`config.mk`:
```
export PLATFORM = sky130hd
export DESIGN_NAME = dte_sqrt
export DESIGN_NICKNAME = d
export VERILOG_FILES = /design/src/design/dte_pkg.sv /design/src/design/dte_sqrt.sv
export SDC_FILE = /design/constraint.sdc
export NUM_CORES = 2
export LEC_CHECK = 0
export BUFFER_PORTS_ARGS = -buffer_cell sky130_fd_sc_hd__buf_2
export CAP_MARGIN = 20
export CORE_ASPECT_RATIO = 1.75
export CORE_MARGIN = 1
export CORE_UTILIZATION = 35
export CTS_BUF_LIST = sky130_fd_sc_hd__clkbuf_16
export CTS_CLUSTER_SIZE = 24
export DETAILED_ROUTE_END_ITERATION = 12
export MAX_ROUTING_LAYER = met4
export SETUP_SLACK_MARGIN = 0.15
export SLEW_MARGIN = 10
export SYNTH_ARGS = -nofsm -noshare
export SYNTH_HDL_FRONTEND = slang
export SYNTH_MEMORY_MAX_BITS = 65536
export SYNTH_SLANG_ARGS = --single-unit
```
`constraint.sdc`:
```
create_clock -name clk -period 5.15 [get_ports clk]
set_clock_uncertainty 0.2 [all_clocks]
set_input_delay 0.7725 -clock clk [delete_from_list [all_inputs] [get_ports clk]]
set_output_delay 0.7725 -clock clk [all_outputs]
set_load 0.02 [all_outputs]
```
`src/design/dte_pkg.sv`:
```
// Shared constants, types and the arctangent table for the ZYX Euler angle block.
// No dependencies.
package dte_pkg;

  localparam int CORDIC_STAGES = 16;
  // The arctangent table has 32 entries, so a larger count acts as 32.
  localparam int CS_N = (CORDIC_STAGES > 32) ? 32 : CORDIC_STAGES;

  localparam int DATA_W = 16;
  localparam int ANG_W  = 16;
  localparam int CW     = 36;   // CORDIC x/y width, holds gain growth of Q.16 inputs
  localparam int ZW     = 32;   // angle accumulator, 2^31 = pi

  localparam int RT_W      = 31;          // square root width
  localparam int SQ_STAGES = RT_W;        // one root bit per stage
  localparam int SQ_LAT    = SQ_STAGES + 1;
  localparam int REM_W     = RT_W + 4;
  localparam int OPND_W    = 2 * RT_W;
  localparam int V_W       = 29;          // 1 - s^2 in Q.28

  localparam logic [ZW-1:0]       Z_PI      = 32'h8000_0000;
  localparam logic [ZW-1:0]       Z_HALF    = 32'h0000_8000;
  localparam logic signed [16:0]  S_MAX     = 17'sd16384;
  localparam logic signed [16:0]  S_MIN     = -17'sd16384;
  localparam logic [29:0]         ONE_Q28   = 30'd268435456;

  typedef struct packed {
    logic signed [DATA_W-1:0] s;
    logic signed [DATA_W-1:0] m11;
    logic signed [DATA_W-1:0] m12;
    logic signed [DATA_W-1:0] m23;
    logic signed [DATA_W-1:0] m33;
    logic                     clamped;
  } side_t;

  // atan(2^-i), 2^31 = pi
  function automatic logic [ZW-1:0] atan_lut(input int unsigned idx);
    logic [ZW-1:0] r;
    case (idx)
      0:  r = 32'h20000000;  1:  r = 32'h12E4051E;  2:  r = 32'h09FB385B;
      3:  r = 32'h051111D4;  4:  r = 32'h028B0D43;  5:  r = 32'h0145D7E1;
      6:  r = 32'h00A2F61E;  7:  r = 32'h00517C55;  8:  r = 32'h0028BE53;
      9:  r = 32'h00145F2F;  10: r = 32'h000A2F98;  11: r = 32'h000517CC;
      12: r = 32'h00028BE6;  13: r = 32'h000145F3;  14: r = 32'h0000A2FA;
      15: r = 32'h0000517D;  16: r = 32'h000028BE;  17: r = 32'h0000145F;
      18: r = 32'h00000A30;  19: r = 32'h00000518;  20: r = 32'h0000028C;
      21: r = 32'h00000146;  22: r = 32'h000000A3;  23: r = 32'h00000051;
      24: r = 32'h00000029;  25: r = 32'h00000014;  26: r = 32'h0000000A;
      27: r = 32'h00000005;  28: r = 32'h00000003;  29: r = 32'h00000001;
      30: r = 32'h00000001;
      default: r = 32'h00000000;
    endcase
    return r;
  endfunction

endpackage

```
`src/design/dte_sqrt.sv`:
```
// Pipelined integer square root, one root bit per stage.
// Depends on dte_pkg.
module dte_sqrt (
  input  logic                       clk,
  input  logic                       rst,
  input  logic                       in_valid,
  input  logic [dte_pkg::OPND_W-1:0] opnd,
  output logic                       out_valid,
  output logic [dte_pkg::RT_W-1:0]   root
);
  import dte_pkg::*;

  logic [OPND_W-1:0] ops  [0:SQ_STAGES];
  logic [REM_W-1:0]  rems [0:SQ_STAGES];
  logic [RT_W-1:0]   qs   [0:SQ_STAGES];
  logic              vs   [0:SQ_STAGES];

  always_ff @(posedge clk) begin
    if (rst) begin
      vs[0] <= 1'b0;
    end else begin
      vs[0] <= in_valid;
    end
    ops[0]  <= opnd;
    rems[0] <= '0;
    qs[0]   <= '0;
  end

  genvar j;
  for (j = 0; j < SQ_STAGES; j++) begin : g_st
    localparam int K = SQ_STAGES - 1 - j;
    logic [REM_W-1:0] rem_sh;
    logic [REM_W-1:0] trial;
    assign rem_sh = {rems[j][REM_W-3:0], ops[j][2*K+1 -: 2]};
    assign trial  = {2'b00, qs[j], 2'b01};

    always_ff @(posedge clk) begin
      if (rst) begin
        vs[j+1] <= 1'b0;
      end else begin
        vs[j+1] <= vs[j];
      end
      ops[j+1] <= ops[j];
      if (rem_sh >= trial) begin
        rems[j+1] <= rem_sh - trial;
        qs[j+1]   <= {qs[j][RT_W-2:0], 1'b1};
      end else begin
        rems[j+1] <= rem_sh;
        qs[j+1]   <= {qs[j][RT_W-2:0], 1'b0};
      end
    end
  end

  assign out_valid = vs[SQ_STAGES];
  assign root      = qs[SQ_STAGES];

endmodule

```
Word-level counts from Yosys, hierarchy flattened
Memory sizes are Yosys's and may differ from the RTL's.
Index checks and enable logic that the tools add are counted.
{ "totals": {"ff_bits": 0, "mem_bits_rw": 4128, "inputBits": 65, "word_cells": 350, "memories": 4} }
{ "mem_list": {"columns": ["memory", "words", "width", "rd", "rd_clocked_by_memory_dff", "wr", "line_no", "rtl"], "rows": [
  ["ops", 32, 62, 31, 0, 32, "dte_sqrt.sv:13", "logic [OPND_W-1:0] ops [0:SQ_STAGES];"],
  ["rems", 32, 35, 31, 0, 32, "dte_sqrt.sv:14", "logic [REM_W-1:0] rems [0:SQ_STAGES];"],
  ["qs", 32, 31, 32, 0, 32, "dte_sqrt.sv:15", "logic [RT_W-1:0] qs [0:SQ_STAGES];"],
  ["vs", 32, 1, 32, 0, 32, "dte_sqrt.sv:16", "logic vs [0:SQ_STAGES];"]
]} }
{ "classes": {"n_addsub": 31, "magnitude_cmp": 31, "mux": 190, "bitwise_logic": 94} }
{ "op_table": {"columns": ["operator", "count"], "rows": [
  ["$ge 35x33->1", 31],
  ["$mux 35", 31],
  ["$sub 35x33->35", 31],
  ["$mux 31", 31],
  ["$mux 1", 128],
  ["$or 1x1->1", 94]
]} }

Logic depth before layout (Yosys ltp)
An unclocked memory read counts as a cell.
{ "depth": {"ltp_word": 5, "depth_mapped": 14} }

Worst setup path after synthesis
No wires, ideal clock.
{ "synth_path": {"path_type": "register to register", "startpoint": "memory qs[14][13]", "endpoint": "memory rems[3][125] in the netlist's numbering", "setup_time_ns": 0.127, "arrival_ns": 3.513, "path_slack_ns": 1.310, "stages_incl_launch_ff": 15, "n_path_buf": 2, "synth_period_minus_slack_ns": 3.840, "cell_sequence": "dfxtp_1 > inv_1 > ha_1 > or4_1 > or4_1 > or2_2 > clkbuf_1 > nor4_1 > nand2_1 > a41oi_1 > inv_2 > o211ai_1 > clkbuf_1 > nor3_1 > xor2_1"} }
{ "synth_rtl": {"columns": ["item", "line_no"], "rows": [
  ["start, declared", "dte_sqrt.sv:15"],
  ["end, declared", "dte_sqrt.sv:14"]
]} }

==> out/results.tsv <==
metric	value	unit
run status	complete, but fails checks	
failing checks	DRC	
Commonest cells post-synth	dfxtp_1 (2461), inv_1 (692), nand2_1 (640)	
Die Y	669.9	um
die footprint	0.2570	mm^2
synthesis-to-layout area growth	14.00	%
first-pass GRT wire length	345700	um
Post-synth top flop	dfxtp_1	
routability-driven placement congestion ratio	1.020	
Synth cell types	86	
post-route cell area	0.1017	mm^2
CTS resizes	0	
vias post-DR	61211	
htree depth	4	
drt first pass iters	9	
syn_nets	9381	
Die W	383.6	um
I/O pin count	97	
hpwl dp	176000	um
input/output buffers	96	
CTS tree	yes	
min Tclk post-route	4.340	ns
Critical path origin	qs[23][0]	
crit path capture type	register	
WP data arrival	4.88	ns
Num Clock Sinks	2461	
Hold Vio Cnt, Final	0	
vias in the first global route	64059	
Max-Cap Viols	0	
Residual DRC	12	
Root Buffer	clkbuf_16	
Yosys top cell area share	55.23	%
placeable core region	0.2528	mm^2
RSZ-0062 raised after global routing	no	
vias per cell	4.865	
Post-CTS Setup Inserts	0	
Starting Density	35.29	%
total CTS buffers	225	
power density cells	479.0	mW/mm^2
Peak VDD IR	397.7	uV
Setup crit start kind	register	
Post-Layout Cell Count	12581	
top cells by area, synth	dfxtp_1 (55%), ha_1 (7.4%), xor2_1 (4.0%), xnor2_1 (3.4%), o21ai_0 (2.9%)	
layout cell share with drive strength beyond 1	7.161	%
critical path type	reg -> reg	
Cells after Synth	8788	
hold path startpoint	ops[3][138]	
largest net degree at the start of global routing	57	
worst min path class	reg -> reg	
Routed wire per std cell	17.84	um
Post-Route WL	224500	um
Core Util, Final	40.23	%
EDFF count, synth	0	
most common cell in the netlist	dfxtp_1	
Final period util	84.28	%
Congestion Overflow GR	0	
leakage	46.78	nW
Critical R2R Launch	qs[23][0]	
Fillers	24668	
Clock transition at path regs	0.07	ns
remaining antenna violation count	0	
DR iter-0 viols	2100	
Max Freq	230.4	MHz
Tot GR Track Use	17.69	%
clock latency on the worst-skew pair	0.91	ns
Mean Syn Cell Area	10.15	um^2
# rows	244	
Power Total	48.71	mW
Seq cells post-synth	2461	
FFs w/ async S/R, synth	0	%
slew at the pin with the worst max-slew slack	1.151	ns
DP Cell Count	12082	
final setup fails	0	
initial antenna violation count	9	
CP max FO	28	
yosys warns	0	
setup_tns	0	ns
register area share after synthesis	55.23	%
Net count, final	9645	
Max-slew headroom	21.31	%
area of the mapped netlist	0.08921	mm^2
Bufs on Longest Clock Path	4	
top cell type by total area after synthesis	dfxtp_1	
max-slew violation count	0	
placed cell area	0.09377	mm^2
CP Data Required Time	5.69	ns
## metrics by stage
stage	setup WS (ns)	hold slack (ns)
2_1_floorplan	1.310	0.1096
3_3_place_gp	0.3946	0.1096
3_5_place_dp	0.8271	0.1121
4_1_cts	0.8264	0.03397
5_1_grt	0.6123	0.04824
6_report	0.8096	0.03332
## cells in the final DEF, fill, tap and decap left out, drive strengths merged, types with 55 or more instances in the layout
| master | n |
|---|---|
| a21o | 227 |
| a31oi | 55 |
| nor2 | 466 |
| nand2 | 640 |
| xor2 | 405 |
| nor3 | 256 |
| nand3 | 130 |
| a21oi | 472 |
| clkbuf | 227 |
| clkinv | 97 |
| dlygate4sd3 | 63 |
| nor2b | 103 |
| o21a | 94 |
| xnor2 | 344 |
| or3 | 137 |
| ha | 528 |
| nand4 | 83 |
| or4 | 60 |
| inv | 731 |
| dfxtp | 2461 |
| o21ai | 526 |
| nand2b | 96 |
| buf | 157 |
| nor4 | 133 |
| mux2 | 60 |
| o31ai | 75 |
## power breakdown
part / leakage [nW] / internal, mW / switching, mW
clock: 3.58 / 9.05 / 7.28
combinational: 22.6 / 3.44 / 4.48
sequential: 20.6 / 22.1 / 2.41
## area by class of cell
class,count,area (um^2),area share (%)
clock inverters,179,1528,1.502
inverters,695,2609,2.565
well taps,3321,4155,4.086
flip-flops and latches,2461,49270,48.45
clock buffers,227,5680,5.586
diodes,29,72.57,0.07136
repair buffers,220,1588,1.561
multi-input cells,5449,36790,36.18
## state kept, by name (all words and copies together) (netlist names)
signal and cells:
qs 496, vs 32, ops 992, rems 941
## worst paths after layout
| check | end | slack, ns | depth (start not counted) |
|---|---|---|---|
| worst max-delay path | rems[6][4] | 0.81 | 12 |
| worst max register to register | rems[6][4] | 0.81 | 12 |
| worst min register to register | ops[3][200] | 0.03 | 0 |
| worst min-delay path | ops[3][200] | 0.03 | 0 |
## critical path: stages, from the launching register on
cell       delay, ns
dfxtp_1         0.33
inv_1           0.05
ha_1            0.33
o21a_1          0.17
o21a_1          0.17
o2111ai_1       0.16
a211oi_1        0.66
a41oi_1         0.24
buf_4           0.22
o31ai_1         0.77
nor2_4          0.31
buf_4           0.32
o31ai_1         0.27
## cells by family (layout without fill, tap and decap cells)
| group | after synthesis | after routing | share of synthesized area (%) |
|---|---|---|---|
| adders and majority gates | 528 | 528 | 7.406 |
| buffers and inverters | 878 | 1321 | 3.710 |
| AOI/OAI and AO/OA | 1769 | 1769 | 12.36 |
| other | 1 | 30 | 0.004204 |
| muxes | 72 | 72 | 0.8920 |
| DFF | 2461 | 2461 | 55.23 |
| xor gates and xnor gates | 749 | 749 | 7.354 |
| and+or+nand+nor | 2330 | 2330 | 13.05 |
## per-layer routing
metal  vias to the layer above  wire length (um)  global-route usage, %
li1                      30667                 -                      -
met1                     28660             67550                  13.08
met2                      1154            129800                  36.14
met3                       730              6020                  2.331
met4                         0             21060                  14.26
met5                         -                 0                      -
## repair_timing
| item | CTS | global route |
|---|---|---|
| setup endpoints to repair | 0 | 0 |
| endpoints found under the hold margin | 63 | 0 |
| hold buffers | 63 | 0 |
Note: power is estimated with default switching activity, not from simulation.
